===== config.mk =====
export PLATFORM = sky130hd
export DESIGN_NAME = bgrg_back_flat
export DESIGN_NICKNAME = d
export VERILOG_FILES = /design/src/rtl/core/bgrg_pkg.sv /design/src/rtl/core/bgrg_stream_if.sv /design/src/rtl/core/bgrg_back.sv /design/src/flat_wrapper.sv
export SDC_FILE = /design/constraint.sdc
export NUM_CORES = 1
export LEC_CHECK = 0
export ABC_CLOCK_PERIOD_IN_PS = 13900
export BUFFER_PORTS_ARGS = -buffer_cell sky130_fd_sc_hd__clkbuf_2
export CORE_ASPECT_RATIO = 0.7
export CORE_MARGIN = 2
export CORE_UTILIZATION = 55
export CTS_BUF_LIST = sky130_fd_sc_hd__clkbuf_8
export DETAILED_ROUTE_END_ITERATION = 16
export HOLD_SLACK_MARGIN = 0.1
export PLACE_DENSITY_LB_ADDON = 0.2
export SLEW_MARGIN = 20
export SYNTH_ARGS = -nofsm -noshare
export SYNTH_HDL_FRONTEND = slang
export SYNTH_SLANG_ARGS = --single-unit

===== constraint.sdc =====
create_clock -name clock -period 13.9 [get_ports clock]
set_input_delay 0.695 -clock clock [delete_from_list [all_inputs] [get_ports clock]]
set_output_delay 0.695 -clock clock [all_outputs]
set_load 0.01 [all_outputs]

===== src/rtl/core/bgrg_pkg.sv =====
// Package with shared types, constants and glyph ROM functions of the rectangle generator.
`timescale 1ns / 1ps
package bgrg_pkg;

   localparam int unsigned QueueDepth = 2;

   localparam logic [20:0] BoxFirst = 21'h2500;
   localparam logic [20:0] BoxLast  = 21'h257F;
   localparam logic [20:0] BlkFirst = 21'h2580;
   localparam logic [20:0] BlkLast  = 21'h259F;

   localparam logic [2:0] BoldReset = 3'd1;

   // Fraction codes of the line ROM.
   localparam logic [2:0] FracZero = 3'd0;
   localparam logic [2:0] FracLow  = 3'd1;
   localparam logic [2:0] FracHalf = 3'd2;
   localparam logic [2:0] FracHigh = 3'd3;
   localparam logic [2:0] FracOne  = 3'd4;

   typedef enum logic [1:0] {
      CLASS_UNHANDLED = 2'd0,
      CLASS_BOX       = 2'd1,
      CLASS_BLOCK     = 2'd2,
      CLASS_CLEAR     = 2'd3
   } class_type;

   typedef struct packed {
      logic       vert;
      logic [2:0] x1;
      logic [2:0] y1;
      logic [2:0] x2;
      logic [2:0] y2;
   } prim_type;

   typedef struct packed {
      logic [2:0]    count;
      prim_type [3:0] prims;
   } box_entry_type;

   // Block rectangle in eighths of the cell (0..8).
   typedef struct packed {
      logic       valid;
      logic [3:0] x1;
      logic [3:0] y1;
      logic [3:0] x2;
      logic [3:0] y2;
   } blk_entry_type;

   // One classified item handed from front to back.
   typedef struct packed {
      class_type     cls;
      box_entry_type box;
      blk_entry_type blk;
      logic [12:0]   cell_x;
      logic [12:0]   cell_y;
      logic [7:0]    cell_width;
      logic [7:0]    cell_height;
   } work_type;

   typedef struct packed {
      logic        handled;
      logic        use_foreground;
      logic [13:0] rect_x;
      logic [13:0] rect_y;
      logic [7:0]  rect_w;
      logic [7:0]  rect_h;
      logic        last;
   } rsp_type;

   function automatic prim_type mk(input logic v, input logic [2:0] x1, input logic [2:0] y1,
                                   input logic [2:0] x2, input logic [2:0] y2);
      prim_type p;
      p.vert = v; p.x1 = x1; p.y1 = y1; p.x2 = x2; p.y2 = y2;
      return p;
   endfunction

   function automatic prim_type oh(input logic [2:0] y);
      return mk(1'b0, FracZero, y, FracOne, y);
   endfunction
   function automatic prim_type ohl(input logic [2:0] y);
      return mk(1'b0, FracZero, y, FracHalf, y);
   endfunction
   function automatic prim_type ohr(input logic [2:0] y);
      return mk(1'b0, FracHalf, y, FracOne, y);
   endfunction
   function automatic prim_type ov(input logic [2:0] x);
      return mk(1'b1, x, FracZero, x, FracOne);
   endfunction
   function automatic prim_type ovt(input logic [2:0] x);
      return mk(1'b1, x, FracZero, x, FracHalf);
   endfunction
   function automatic prim_type ovb(input logic [2:0] x);
      return mk(1'b1, x, FracHalf, x, FracOne);
   endfunction
   function automatic prim_type ovs(input logic [2:0] x, input logic [2:0] a,
                                    input logic [2:0] b);
      return mk(1'b1, x, a, x, b);
   endfunction

   function automatic box_entry_type ent(input logic [2:0] n, input prim_type p0,
                                         input prim_type p1, input prim_type p2,
                                         input prim_type p3);
      box_entry_type e;
      e.count = n;
      e.prims[0] = p0; e.prims[1] = p1; e.prims[2] = p2; e.prims[3] = p3;
      return e;
   endfunction

   function automatic box_entry_type box_rom(input logic [6:0] idx);
      prim_type z;
      box_entry_type e;
      z = '0;
      e = '0;
      if (idx <= 7'd1) e = ent(3'd1, oh(FracHalf), z, z, z);
      else if (idx <= 7'd3) e = ent(3'd1, ov(FracHalf), z, z, z);
      else if (idx <= 7'd11) e = '0;
      else if (idx <= 7'd15) e = ent(3'd2, ohr(FracHalf), ovb(FracHalf), z, z);
      else if (idx <= 7'd19) e = ent(3'd2, ohl(FracHalf), ovb(FracHalf), z, z);
      else if (idx <= 7'd23) e = ent(3'd2, ohr(FracHalf), ovt(FracHalf), z, z);
      else if (idx <= 7'd27) e = ent(3'd2, ohl(FracHalf), ovt(FracHalf), z, z);
      else if (idx <= 7'd35) e = ent(3'd2, ohr(FracHalf), ov(FracHalf), z, z);
      else if (idx <= 7'd43) e = ent(3'd2, ohl(FracHalf), ov(FracHalf), z, z);
      else if (idx <= 7'd51) e = ent(3'd2, oh(FracHalf), ovb(FracHalf), z, z);
      else if (idx <= 7'd59) e = ent(3'd2, oh(FracHalf), ovt(FracHalf), z, z);
      else if (idx <= 7'd75) e = ent(3'd2, oh(FracHalf), ov(FracHalf), z, z);
      else if (idx <= 7'd79) e = '0;
      else if (idx >= 7'd109 && idx <= 7'd115) e = '0;
      else if (idx >= 7'd116) begin
         case (idx[1:0])
            2'd0: e = ent(3'd1, (idx >= 7'd124) ? oh(FracHalf) : ohl(FracHalf), z, z, z);
            2'd1: e = ent(3'd1, (idx >= 7'd124) ? ov(FracHalf) : ovt(FracHalf), z, z, z);
            2'd2: e = ent(3'd1, (idx >= 7'd124) ? oh(FracHalf) : ohr(FracHalf), z, z, z);
            default: e = ent(3'd1, (idx >= 7'd124) ? ov(FracHalf) : ovb(FracHalf), z, z, z);
         endcase
      end else begin
         case (idx)
            7'd80: e = ent(3'd2, oh(FracLow), oh(FracHigh), z, z);
            7'd81: e = ent(3'd2, ov(FracLow), ov(FracHigh), z, z);
            7'd82: e = ent(3'd3, ohr(FracLow), ohr(FracHigh), ovb(FracHalf), z);
            7'd83: e = ent(3'd3, ohr(FracHalf), ovs(FracLow, FracHalf, FracOne),
                           ovs(FracHigh, FracHalf, FracOne), z);
            7'd84: e = ent(3'd4, ohr(FracLow), ohr(FracHigh), ovs(FracLow, FracLow, FracOne),
                           ovs(FracHigh, FracHigh, FracOne));
            7'd85: e = ent(3'd3, ohl(FracLow), ohl(FracHigh), ovb(FracHalf), z);
            7'd86: e = ent(3'd3, ohl(FracHalf), ovs(FracLow, FracHalf, FracOne),
                           ovs(FracHigh, FracHalf, FracOne), z);
            7'd87: e = ent(3'd4, ohl(FracLow), ohl(FracHigh), ovs(FracLow, FracLow, FracOne),
                           ovs(FracHigh, FracHigh, FracOne));
            7'd88: e = ent(3'd3, ohr(FracLow), ohr(FracHigh), ovt(FracHalf), z);
            7'd89: e = ent(3'd3, ohr(FracHalf), ovs(FracLow, FracZero, FracHalf),
                           ovs(FracHigh, FracZero, FracHalf), z);
            7'd90: e = ent(3'd4, ohr(FracLow), ohr(FracHigh), ovs(FracLow, FracZero, FracHigh),
                           ovs(FracHigh, FracZero, FracLow));
            7'd91: e = ent(3'd3, ohl(FracLow), ohl(FracHigh), ovt(FracHalf), z);
            7'd92: e = ent(3'd3, ohl(FracHalf), ovs(FracLow, FracZero, FracHalf),
                           ovs(FracHigh, FracZero, FracHalf), z);
            7'd93: e = ent(3'd4, ohl(FracLow), ohl(FracHigh), ovs(FracLow, FracZero, FracHigh),
                           ovs(FracHigh, FracZero, FracLow));
            7'd94: e = ent(3'd3, ohr(FracHalf), ov(FracLow), ov(FracHigh), z);
            7'd95: e = ent(3'd3, ohr(FracLow), ohr(FracHigh), ov(FracHalf), z);
            7'd96: e = ent(3'd4, ohr(FracLow), ohr(FracHigh), ov(FracLow), ov(FracHigh));
            7'd97: e = ent(3'd3, ohl(FracHalf), ov(FracLow), ov(FracHigh), z);
            7'd98: e = ent(3'd3, ohl(FracLow), ohl(FracHigh), ov(FracHalf), z);
            7'd99: e = ent(3'd4, ohl(FracLow), ohl(FracHigh), ov(FracLow), ov(FracHigh));
            7'd100: e = ent(3'd3, oh(FracLow), oh(FracHigh), ovb(FracHalf), z);
            7'd101: e = ent(3'd3, oh(FracHalf), ovs(FracLow, FracHalf, FracOne),
                            ovs(FracHigh, FracHalf, FracOne), z);
            7'd102: e = ent(3'd4, oh(FracLow), oh(FracHigh), ovs(FracLow, FracHigh, FracOne),
                            ovs(FracHigh, FracHigh, FracOne));
            7'd103: e = ent(3'd3, oh(FracLow), oh(FracHigh), ovt(FracHalf), z);
            7'd104: e = ent(3'd3, oh(FracHalf), ovs(FracLow, FracZero, FracHalf),
                            ovs(FracHigh, FracZero, FracHalf), z);
            7'd105: e = ent(3'd4, oh(FracLow), oh(FracHigh), ovs(FracLow, FracZero, FracLow),
                            ovs(FracHigh, FracZero, FracLow));
            7'd106: e = ent(3'd3, oh(FracLow), oh(FracHigh), ov(FracHalf), z);
            7'd107: e = ent(3'd3, oh(FracHalf), ov(FracLow), ov(FracHigh), z);
            7'd108: e = ent(3'd4, oh(FracLow), oh(FracHigh), ov(FracLow), ov(FracHigh));
            default: e = '0;
         endcase
      end
      return e;
   endfunction

   function automatic blk_entry_type bk(input logic [3:0] x1, input logic [3:0] y1,
                                        input logic [3:0] x2, input logic [3:0] y2);
      blk_entry_type b;
      b.valid = 1'b1; b.x1 = x1; b.y1 = y1; b.x2 = x2; b.y2 = y2;
      return b;
   endfunction

   // Entries with valid clear are shades and multi-part blocks.
   function automatic blk_entry_type blk_rom(input logic [4:0] idx);
      blk_entry_type b;
      case (idx)
         5'd0:  b = bk(4'd0, 4'd0, 4'd8, 4'd4);
         5'd1:  b = bk(4'd0, 4'd7, 4'd8, 4'd8);
         5'd2:  b = bk(4'd0, 4'd6, 4'd8, 4'd8);
         5'd3:  b = bk(4'd0, 4'd5, 4'd8, 4'd8);
         5'd4:  b = bk(4'd0, 4'd4, 4'd8, 4'd8);
         5'd5:  b = bk(4'd0, 4'd3, 4'd8, 4'd8);
         5'd6:  b = bk(4'd0, 4'd2, 4'd8, 4'd8);
         5'd7:  b = bk(4'd0, 4'd1, 4'd8, 4'd8);
         5'd8:  b = bk(4'd0, 4'd0, 4'd8, 4'd8);
         5'd9:  b = bk(4'd0, 4'd0, 4'd7, 4'd8);
         5'd10: b = bk(4'd0, 4'd0, 4'd6, 4'd8);
         5'd11: b = bk(4'd0, 4'd0, 4'd5, 4'd8);
         5'd12: b = bk(4'd0, 4'd0, 4'd4, 4'd8);
         5'd13: b = bk(4'd0, 4'd0, 4'd3, 4'd8);
         5'd14: b = bk(4'd0, 4'd0, 4'd2, 4'd8);
         5'd15: b = bk(4'd0, 4'd0, 4'd1, 4'd8);
         5'd16: b = bk(4'd4, 4'd0, 4'd8, 4'd8);
         5'd20: b = bk(4'd0, 4'd0, 4'd8, 4'd1);
         5'd21: b = bk(4'd7, 4'd0, 4'd8, 4'd8);
         5'd22: b = bk(4'd0, 4'd4, 4'd4, 4'd8);
         5'd23: b = bk(4'd4, 4'd4, 4'd8, 4'd8);
         5'd24: b = bk(4'd0, 4'd0, 4'd4, 4'd4);
         5'd29: b = bk(4'd4, 4'd0, 4'd8, 4'd4);
         default: b = '0;
      endcase
      return b;
   endfunction

   function automatic logic [16:0] frac_q16(input logic [2:0] f);
      logic [16:0] q;
      case (f)
         FracZero: q = 17'd0;
         FracLow:  q = 17'd22938;
         FracHalf: q = 17'd32768;
         FracHigh: q = 17'd42598;
         FracOne:  q = 17'd65536;
         default:  q = 17'd0;
      endcase
      return q;
   endfunction

   // (frac * size) >> 16 with an 17 by 8 bit product.
   function automatic logic [7:0] scale(input logic [16:0] frac, input logic [7:0] size);
      logic [24:0] p;
      p = frac * size;
      return p[23:16];
   endfunction

   // Block edge in eighths: (k * 8192 * size) >> 16 equals (k * size) >> 3.
   function automatic logic [7:0] scale8(input logic [3:0] k, input logic [7:0] size);
      logic [11:0] p;
      p = k * size;
      return p[10:3];
   endfunction

endpackage


===== src/rtl/core/bgrg_stream_if.sv =====


interface bgrg_rsp_if;
   logic        valid;
   logic        ready;
   logic        handled;
   logic        use_foreground;
   logic [13:0] rect_x;
   logic [13:0] rect_y;
   logic [7:0]  rect_w;
   logic [7:0]  rect_h;
   logic        last;
   modport source (output valid, handled, use_foreground, rect_x, rect_y, rect_w, rect_h,
                   last, input ready);
   modport sink   (input valid, handled, use_foreground, rect_x, rect_y, rect_w, rect_h,
                   last, output ready);
endinterface



===== src/rtl/core/bgrg_back.sv =====
// Back end: walks the primitives of one cell and emits one rectangle per beat.
`timescale 1ns / 1ps
module bgrg_back (
   input  logic               clock,
   input  logic               reset,
   input  bgrg_pkg::work_type work_in_data,
   input  logic               work_valid,
   output logic               work_ready,
   input  logic [2:0]         bold_extra,
   bgrg_rsp_if.source         rsp
);
   import bgrg_pkg::*;

   // Step 0 is the background clear; step k is box primitive k-1, and step 1 is the block rectangle.
   logic [2:0] step_ff, step_in;
   logic       valid_ff, valid_in;
   rsp_type    out_ff, out_in;
   logic       load, final_step;
   prim_type   p;
   logic [7:0] x1, y1, x2, y2, thick, bx, by, bw, bh;
   work_type   w;

   assign w = work_in_data;
   assign load = work_valid && (!valid_ff || rsp.ready);
   assign p = w.box.prims[2'(step_ff - 3'd1)];
   assign thick = 8'd1 + 8'(bold_extra);

   always_comb begin
      x1 = scale(frac_q16(p.x1), w.cell_width);
      y1 = scale(frac_q16(p.y1), w.cell_height);
      x2 = scale(frac_q16(p.x2), w.cell_width);
      y2 = scale(frac_q16(p.y2), w.cell_height);
      bx = scale8(w.blk.x1, w.cell_width);
      by = scale8(w.blk.y1, w.cell_height);
      bw = scale8(w.blk.x2 - w.blk.x1, w.cell_width);
      bh = scale8(w.blk.y2 - w.blk.y1, w.cell_height);
      out_in = '0;
      out_in.handled = 1'b1;
      out_in.rect_x = {1'b0, w.cell_x};
      out_in.rect_y = {1'b0, w.cell_y};
      out_in.rect_w = w.cell_width;
      out_in.rect_h = w.cell_height;
      final_step = 1'b0;
      case (w.cls)
         CLASS_UNHANDLED: begin
            out_in = '0;
            final_step = 1'b1;
         end
         CLASS_CLEAR: final_step = 1'b1;
         CLASS_BLOCK: begin
            final_step = step_ff == 3'd1;
            if (step_ff != 3'd0) begin
               out_in.use_foreground = 1'b1;
               out_in.rect_x = {1'b0, w.cell_x} + 14'(bx);
               out_in.rect_y = {1'b0, w.cell_y} + 14'(by);
               out_in.rect_w = bw;
               out_in.rect_h = bh;
            end
         end
         CLASS_BOX: begin
            final_step = step_ff == w.box.count;
            if (step_ff != 3'd0) begin
               out_in.use_foreground = 1'b1;
               out_in.rect_x = {1'b0, w.cell_x} + 14'(x1);
               out_in.rect_y = {1'b0, w.cell_y} + 14'(y1);
               out_in.rect_w = p.vert ? thick : x2 - x1;
               out_in.rect_h = p.vert ? y2 - y1 : thick;
            end
         end
         default: final_step = 1'b1;
      endcase
      out_in.last = final_step;
   end

   assign work_ready = load && final_step;

   always_comb begin
      step_in = step_ff;
      valid_in = valid_ff && !rsp.ready;
      if (load) begin
         valid_in = 1'b1;
         step_in = final_step ? 3'd0 : step_ff + 3'd1;
      end
   end

   always_ff @(posedge clock) begin
      if (reset) begin
         step_ff <= '0;
         valid_ff <= 1'b0;
      end else begin
         step_ff <= step_in;
         valid_ff <= valid_in;
      end
      if (load) out_ff <= out_in;
   end

   assign rsp.valid = valid_ff;
   assign rsp.handled = out_ff.handled;
   assign rsp.use_foreground = out_ff.use_foreground;
   assign rsp.rect_x = out_ff.rect_x;
   assign rsp.rect_y = out_ff.rect_y;
   assign rsp.rect_w = out_ff.rect_w;
   assign rsp.rect_h = out_ff.rect_h;
   assign rsp.last = out_ff.last;

   assert property (@(posedge clock) disable iff (reset)
      step_ff <= 3'd4)
      else $error("step counter past four primitives");
   assert property (@(posedge clock) disable iff (reset)
      work_ready |-> work_valid)
      else $error("item retired without one queued");
   assert property (@(posedge clock) disable iff (reset)
      load && !final_step |=> step_ff == $past(step_ff) + 3'd1)
      else $error("step counter skipped a primitive");
endmodule


===== src/flat_wrapper.sv =====
// flat-port wrapper written by rule: the top's interface ports become plain ports
module bgrg_back_flat import bgrg_pkg::*;
  (clock, reset, work_in_data, work_valid, work_ready, bold_extra, rsp_valid, rsp_handled, rsp_use_foreground, rsp_rect_x, rsp_rect_y, rsp_rect_w, rsp_rect_h, rsp_last, rsp_ready);
  bgrg_rsp_if rsp_i ();
  input  logic clock;
  input  logic reset;
  input  bgrg_pkg::work_type work_in_data;
  input  logic work_valid;
  output logic work_ready;
  input  logic [2:0] bold_extra;
  output wire logic [$bits(rsp_i.valid)-1:0] rsp_valid;
  output wire logic [$bits(rsp_i.handled)-1:0] rsp_handled;
  output wire logic [$bits(rsp_i.use_foreground)-1:0] rsp_use_foreground;
  output wire logic [$bits(rsp_i.rect_x)-1:0] rsp_rect_x;
  output wire logic [$bits(rsp_i.rect_y)-1:0] rsp_rect_y;
  output wire logic [$bits(rsp_i.rect_w)-1:0] rsp_rect_w;
  output wire logic [$bits(rsp_i.rect_h)-1:0] rsp_rect_h;
  output wire logic [$bits(rsp_i.last)-1:0] rsp_last;
  input wire logic [$bits(rsp_i.ready)-1:0] rsp_ready;
  assign rsp_valid = rsp_i.valid;
  assign rsp_handled = rsp_i.handled;
  assign rsp_use_foreground = rsp_i.use_foreground;
  assign rsp_rect_x = rsp_i.rect_x;
  assign rsp_rect_y = rsp_i.rect_y;
  assign rsp_rect_w = rsp_i.rect_w;
  assign rsp_rect_h = rsp_i.rect_h;
  assign rsp_last = rsp_i.last;
  assign rsp_i.ready = rsp_ready;
  bgrg_back u_core (.clock(clock), .reset(reset), .work_in_data(work_in_data), .work_valid(work_valid), .work_ready(work_ready), .bold_extra(bold_extra), .rsp(rsp_i));
endmodule

# Word-level counts from Yosys, hierarchy flattened
# Cells that the tools add are included.
# word_totals
reg_bits,51
latchBits,0
ramBits,0
mem_bits_ro,0
inputBits,123
memories,0
# classes
n_addsub,11
multipliers,8
n_div,0
n_lt_le_gt_ge,1
eq_ne,21
n_shift,0
muxes,15
bitwise_logic,0
reduce_logical,9
# ops
cell,n
17-bit one-hot mux with 4 select lines,4
45-bit one-hot mux with 3 select lines,1
17-bit by 8-bit multiplier with 24-bit output,4
45-bit two-way mux,2
13-bit by 8-bit adder with 14-bit output,4
4-bit by 8-bit multiplier with 11-bit output,4
13-bit binary-select mux with 2-bit select,1
"3-bit by 2-bit equality test with 1-bit output, second input constant",8
8-bit two-way mux,2
8-bit subtractor,2
"3-bit by 1-bit equality test with 1-bit output, second input constant",5
13-bit two-way mux,1
"3-bit equality test, second input constant",4
4-bit subtractor,2
"1-bit by 3-bit adder with 4-bit output, first input constant",1
"2-bit equality test, second input constant",2
"3-bit by 1-bit adder with 3-bit output, second input constant",1
3-bit equality test,1
1-bit logical AND,3
"2-bit by 3-bit < comparator with 1-bit output, second input constant",1
3-bit two-way mux,1
1-bit one-hot mux with 3 select lines,1
3-bit nonzero test,1
"2-bit by 1-bit equality test with 1-bit output, second input constant",1
other kinds (6),8

# Depth between registers and ports, before layout
# Gate-level depths: netlist of run 1.
# logic_depth
depth_word,10
depth_mapped,42
mapped_depth_nobuf,39

# Worst setup path after synthesis of run 1
# No wires, ideal clock.
# synth_timing
path_kind,flip-flop to flip-flop
start,register u_core.step_ff[0]
end,"register u_core.out_ff, in the netlist u_core.rsp.rect_x[8], data pin"
setup_time_ps,278
t_arrival_ps,8277
required_time_ps,13622
slack_ps,5345
path_stages_with_launch,40
synth_period_minus_slack_ps,8555
cell_sequence,dfxtp_1 -> buf_6 -> buf_6 -> inv_1 -> ha_1 -> buf_2 -> mux4_2 -> nor2b_1 -> nor2b_1 -> nand2_1 -> inv_1 -> fa_1 -> inv_1 -> fa_1 -> fa_1 -> fa_1 -> inv_1 -> ha_1 -> [4 not listed] -> o21a_1 -> o21ai_0 -> a21oi_1 -> nor2_1 -> xnor2_1 -> ha_1 -> inv_1 -> fa_1 -> nor2b_1 -> o21ai_0 -> a21boi_0 -> o21ai_0 -> a21boi_0 -> o21ai_0 -> a21oi_1 -> mux2_2 -> nand2_1 -> o311ai_0
# synth_rtl
item,line_no,text
"start, declared",bgrg_back.sv:15,"logic [2:0] step_ff, step_in;"
"start signal, assigned",bgrg_back.sv:91,step_ff <= step_in;
"end signal, assigned",bgrg_back.sv:94,if (load) out_ff <= out_in;
"end, declared",bgrg_back.sv:17,"rsp_type out_ff, out_in;"

==> impl_metrics.py, run 1 <==
metrics = {
    "run_status": {
        "status": "completed",
    },
    "critical_path": {
        "crit_fanout": 19,
        "cp_slowest_cell": "dfxtp_2",
        "slowest_delay_ns": 0.97,
        "rr_worst_depth": 36,
        "required_ns": 13.98,
        "critPathArrivalTime_ns": 10.65,
        "startpoint_type": "flop",
        "worst-setup-path-type": "reg2reg",
        "cp-end-kind": "flop",
    },
    "cells_and_area": {
        "drive_gt1_share_pct": 9.73,
        "seqCellArea_sq_um": 1490,
        "area_growth_pct": 6.84,
        "nFillCells": 3105,
        "multiInputGateArea_sq_um": 15700,
        "nets": 3016,
        "utilization_pct": 59.6,
    },
    "global_route": {
        "grt_pass1_vias": 15700,
        "grt_max_degree": 53,
        "grt_overflow_total": 0,
        "grt_pass1_wl_um": 82200,
        "grt.total_usage_pct": 28.1,
        "grt_antenna_before_repair": 5,
    },
    "floorplanning": {
        "initial_core_util_pct": 55.8,
        "die_area_sq_um": 36800,
        "die_h_um": 161,
        "fp.dieW_um": 228,
        "fp.coreArea_sq_um": 34700,
        "io_pins": 172,
        "row_count": 57,
    },
    "hold_path": {
        "hp-class": "reg2reg",
        "worstHoldPathCells": 2,
    },
    "clock_tree": {
        "cts_buffers": 5,
        "post-cts-setup-buffers": 0,
        "cts_root_buffer": "clkbuf_8",
        "clkSlewWorstSetupHoldPaths_ns": 0.11,
        "insertion_delay_ns": 0.35,
        "cts_resized": 0,
        "cts-hold-fix-buffers": 0,
        "clockBufferDepth": 2,
        "cts_tree": "built",
        "h-tree-depth": 2,
        "clkSinkCount": 51,
    },
    "timing": {
        "hold_viol": 0,
        "fin_tns_setup_ns": 0,
        "tightest_slew_ns": 0.964,
        "fmax_mhz": 94.6,
        "fin_crit_sh_pct": 76.1,
        "rsz0062_at_grt": "false",
        "relSlewSlack_pct": 35.7,
        "maxSlewViolCount": 0,
        "setup_viol": 0,
        "worst_clock_skew_ns": 0.0157,
        "period_needed_ns": 10.57,
    },
    "logic_synthesis": {
        "ys_seq_elements": 51,
        "async_reset_ff_share_pct": 0,
        "syn_area_sq_um": 19400,
        "synthFlopType": "edfxtp_1",
        "avgSynthCellArea_sq_um": 8.81,
        "synthCells": 2201,
        "synth_edf_count": 47,
        "yosysWarnings": 0,
        "yosysSeqAreaShare_pct": 7.70,
        "synthDistinctLibCells": 69,
        "synth.net_count": 2905,
    },
    "placed_design": {
        "hpwl_um": 41900,
        "place_congestion": 0.909,
        "io_buffers": 170,
    },
    "route": {
        "first_pass_iters": 5,
        "wire_per_inst_um": 17.7,
        "drc_errors": 0,
        "vias": 15100,
        "antenna_left": 0,
        "vias_per_cell": 5.42,
        "first_iter_violations": 1026,
        "drt_wl_total_um": 49400,
    },
    "pwr": {
        "power.density_nw_per_um2": 116,
        "vdd_ir_drop_max_mv": 0.0828,
        "p_leak_nw": 11.3,
    },
    "job": {
        "drv_cap": 0,
    },
}
path summary, 6_finish.rpt:
kind	from	endpoint	slack [ns]
worst max-delay path	u_core.step_ff[0]	u_core.rsp.rect_x[8]	3.33
worst min-delay path	u_core.rsp.valid	u_core.rsp.valid	0.50
worst max register to register	u_core.step_ff[0]	u_core.rsp.rect_x[8]	3.33
worst min register to register	u_core.rsp.valid	u_core.rsp.valid	0.50
sequential cells by signal (all words and copies together) (netlist names):
register and count:
u_core.rsp.rect_x 14, u_core.rsp.rect_y 14, u_core.rsp.rect_h 8, u_core.rsp.rect_w 8, u_core.step_ff 3, u_core.rsp.handled 1, u_core.rsp.last 1, u_core.rsp.use_foreground 1
u_core.rsp.valid 1
critical path: cells and delay by family, from the launching register on:
| family | cells | cell delay (ns) |
|---|---|---|
| AO/OA/AOI/OAI | 11 | 1.74 |
| XOR/XNOR | 1 | 0.52 |
| buffers and inverters | 5 | 0.45 |
| multiplexers | 2 | 0.94 |
| AND/OR/NAND/NOR | 9 | 1.95 |
| flip-flops | 1 | 0.97 |
| adder cells (fa/ha/maj) | 8 | 3.72 |
cell families after synthesis:
logic type / Yosys count / share of synthesized area, %
compound gates: 300 / 10.3
xor+xnor: 137 / 6.23
fa+ha+maj: 581 / 48.7
buf+inv: 568 / 11.1
flops: 51 / 7.70
mux: 28 / 2.30
simple gates: 536 / 13.6
area by class of cell:
class | instances | share of cell area [%]
Timing Repair Buffer | 184 | 4.62
Tap cell | 472 | 2.85
Clock inverter | 3 | 0.0725
Inverter | 488 | 8.85
Antenna cell | 4 | 0.0483
Sequential cell | 51 | 7.21
Multi-Input combinational cell | 1582 | 76.0
Clock buffer | 5 | 0.332
per-layer routing:
layer | share of wire [%] | track usage (%) | vias to the layer above
met5 | 0.026 | 0 | -
met4 | 1.3 | 4.04 | 2
met3 | 6.4 | 4.40 | 39
met2 | 44 | 44.4 | 403
met1 | 48 | 42.0 | 7444
li1 | - | - | 7231
power breakdown:
part	switching (mW)	internal [mW]	leakage, nW
sequential	0.0134	0.193	0.499
clock	0.0611	0.0345	0.0393
combinational	1.20	0.889	10.7
total	1.28	1.12	11.3
Yosys cell counts, types with 6 or more instances:
cell / count / area (sq um)
mux4_2: 13 / 293
a21boi_0: 8 / 60.1
edfxtp_1: 47 / 1410
a21oi_1: 78 / 390
xor2_1: 53 / 464
and3_1: 26 / 163
fa_1: 290 / 5810
xnor2_1: 83 / 727
and4_1: 6 / 52.6
nand3_1: 18 / 90.1
clkbuf_1: 76 / 285
nand2_1: 202 / 758
nor3_1: 11 / 55.1
mux2i_1: 12 / 120
nand2b_1: 22 / 138
and2_1: 90 / 563
o21ai_0: 57 / 285
nor2_1: 92 / 345
or2_2: 6 / 37.5
a22oi_1: 6 / 45.0
a221oi_1: 10 / 87.6
o21a_1: 13 / 97.6
inv_1: 487 / 1830
ha_1: 291 / 3640
nor2b_1: 38 / 238
o21bai_1: 13 / 97.6
o221ai_1: 7 / 61.3
a21o_1: 49 / 368
o22ai_1: 7 / 43.8
a31oi_1: 9 / 56.3
placed cells by master, fill, tap and decap left out, types with 47 or more instances in the layout:
cell type  count
ha_1         291
nand2_1      202
clkbuf_2     170
xnor2_1       83
inv_1        487
fa_1         290
o21ai_0       57
edfxtp_1      47
a21oi_1       78
xor2_1        53
and2_1        89
nor2_1        91
a21o_1        49
per-stage QoR:
| stage | cells | power (mW) | setup slack, ns | instance area, sq um | hold WS [ns] |
|---|---|---|---|---|---|
| 6_report | 2789 | 2.39 | 3.33 | 20700 | 0.499 |
| 5_1_grt | 2787 | 2.71 | 2.52 | 20700 | 0.508 |
| 4_1_cts | 2785 | 2.40 | 3.44 | 20700 | 0.502 |
| 3_5_place_dp | 2777 | 2.28 | 3.47 | 20600 | 0.486 |
| 3_3_place_gp | 2777 | 2.22 | 3.58 | 20600 | 0.470 |
| 2_1_floorplan | 2201 | 1.79 | 5.35 | 19400 | 0.503 |
(Power assumes the default switching activity.)
==> run 2, diff against run 1 <==
ABC_CLOCK_PERIOD_IN_PS = 9530   (was 13900)
clock period = 9.53 ns   (was 13.9 ns; I/O delays follow)
==> run 2 against run 1 <==
  * Register-to-register slack worse by 2.8 ns
  * Non-clock buffer count up 10
  * Critical path depth down 2
  * Power up 48%
  * Global-route usage down 0.15 points
  * Hold slack worse by 0.21 ns
  * Utilization up 0.34 points
  * Routed wire length up 0.63%
  * Clock skew up 0.0083 ns
  * Die area unchanged
  * Critical path type unchanged
==> impl_metrics.py, run 2 (same netlist as run 1, synthesis figures left out) <==
metrics = {
    "critical_path": {
        "worstSetupStartpoint": "u_core.step_ff[1]",
        "required_ns": 9.59,
        "slowest_delay_ns": 0.59,
        "rr_worst_depth": 34,
        "cp-end-kind": "flop",
        "cp_slowest_cell": "fa_1",
        "startpoint_type": "flop",
        "rrSetupSlack_ns": 0.57,
        "rr_startpoint": "u_core.step_ff[1]",
        "crit_fanout": 12,
        "r2r-end": "u_core.rsp.rect_y[10]",
        "critPathArrivalTime_ns": 9.01,
        "crit_end": "u_core.rsp.rect_y[10]",
        "worst-setup-path-type": "reg2reg",
    },
    "cells_and_area": {
        "nets": 3026,
        "layout_common_cells": "487 x inv_1, 291 x ha_1, 290 x fa_1",
        "mostFrequentLayoutCell": "inv_1",
        "seqCellArea_sq_um": 1490,
        "finalNonFillerCells": 2801,
        "drive_gt1_share_pct": 10.2,
        "area_growth_pct": 7.45,
        "multiInputGateArea_sq_um": 15800,
        "utilization_pct": 60.0,
        "nFillCells": 3058,
    },
    "pwr": {
        "internal_power_mw": 1.67,
        "p_seq_share_pct": 8.3,
        "vdd_ir_drop_max_mv": 0.132,
        "power.density_nw_per_um2": 170,
        "p_leak_nw": 11.4,
        "p_switching_mw": 1.87,
        "power_frac_clock_pct": 4.9,
        "p_sw_share_pct": 52.8,
        "fin_total_pwr_mw": 3.54,
        "combPwrFrac_pct": 86.8,
    },
    "route": {
        "vias_per_cell": 5.43,
        "antenna_left": 0,
        "vias": 15200,
        "first_iter_violations": 890,
        "wire_per_inst_um": 17.7,
        "first_pass_iters": 6,
        "drt_wl_total_um": 49700,
        "drc_errors": 0,
    },
    "timing": {
        "fmax_mhz": 112,
        "fin_tns_setup_ns": 0,
        "fin_crit_sh_pct": 94.0,
        "maxSlewViolCount": 0,
        "tightest_slew_ns": 0.819,
        "setup_viol": 0,
        "period_needed_ns": 8.96,
        "worst_clock_skew_ns": 0.0240,
        "fin_ws_ns": 0.573,
        "relSlewSlack_pct": 45.4,
        "hold_viol": 0,
        "rsz0062_at_grt": "false",
    },
    "floorplanning": {
        "die_h_um": 161,
        "die_area_sq_um": 36800,
        "initial_core_util_pct": 55.8,
        "io_pins": 172,
        "fp.coreArea_sq_um": 34700,
        "fp.dieW_um": 228,
        "row_count": 57,
    },
    "global_route": {
        "grt_antenna_before_repair": 7,
        "grt_overflow_total": 0,
        "grt.total_usage_pct": 28.0,
        "grt_pass1_wl_um": 81400,
        "grt_max_degree": 53,
        "grt_pass1_vias": 15900,
    },
    "clock_tree": {
        "cts_buffers": 5,
        "h-tree-depth": 2,
        "insertion_delay_ns": 0.37,
        "clockBufferDepth": 2,
        "cts_resized": 0,
        "clkSinkCount": 51,
        "cts_tree": "built",
        "cts-hold-fix-buffers": 0,
        "cts_root_buffer": "clkbuf_8",
        "post-cts-setup-buffers": 0,
        "clkSlewWorstSetupHoldPaths_ns": 0.10,
    },
    "placed_design": {
        "hpwl_um": 42400,
        "preCtsSetupSlack_ns": 0.321,
        "io_buffers": 170,
        "placed_cells": 2787,
        "place_congestion": 0.902,
    },
    "run_status": {
        "status": "completed",
    },
    "job": {
        "drv_cap": 0,
    },
    "hold_path": {
        "hp-class": "in2reg",
    },
}
run 2: layout make-up:
| type | instances | share of cell area, % |
|---|---|---|
| multi-input cells | 1582 | 75.7 |
| clock buffers | 5 | 0.330 |
| well taps | 472 | 2.84 |
| flip-flops and latches | 51 | 7.17 |
| diodes | 6 | 0.0721 |
| inverters | 488 | 8.80 |
| clock inverters | 3 | 0.186 |
| repair buffers | 194 | 4.95 |
run 2: critical path, delay by kind of cell, from the launching register on:
kind                     cells  cell delay, ns
AO/OA/AOI/OAI                8            1.81
buffers and inverters        7            0.96
AND/OR/NAND/NOR              9            1.46
XOR/XNOR                     1            0.27
multiplexers                 2            0.59
flip-flops                   1            0.40
adder cells (fa/ha/maj)      7            3.17
run 2: layer usage:
metal	wire length, um	global-route usage (%)
met3	3160	5.28
met2	21800	43.7
met4	1110	6.86
met5	29	0
met1	23500	40.5
run 2: per-stage QoR:
| stage | cell area [sq um] | hold WS (ns) |
|---|---|---|
| finish | 20800 | 0.292 |
| global route | 20800 | 0.290 |
| CTS | 20800 | 0.280 |
| detailed placement | 20700 | 0.482 |
| global placement | 20700 | 0.471 |
| floorplan | 19400 | 0.503 |
run 2: worst min path at each step:
stage,startpoint,end,cells past startpoint
2_1_floorplan,u_core.rsp.valid,u_core.rsp.valid,2
3_3_place_gp,u_core.rsp.valid,u_core.rsp.valid,2
3_5_place_dp,u_core.rsp.valid,u_core.rsp.valid,2
4_1_cts,reset,u_core.rsp.valid,2
5_1_grt,reset,u_core.rsp.valid,2
6_report,reset,u_core.rsp.valid,2
run 2: power groups by stage:
stage | sequential, mW | clock, mW | combinational (mW)
after floorplan | 0.307 | 0 | 2.30
after global placement | 0.300 | 0 | 2.94
after detailed placement | 0.299 | 0 | 3.05
after CTS | 0.294 | 0.177 | 3.07
after global routing | 0.295 | 0.182 | 3.51
final | 0.294 | 0.172 | 3.07
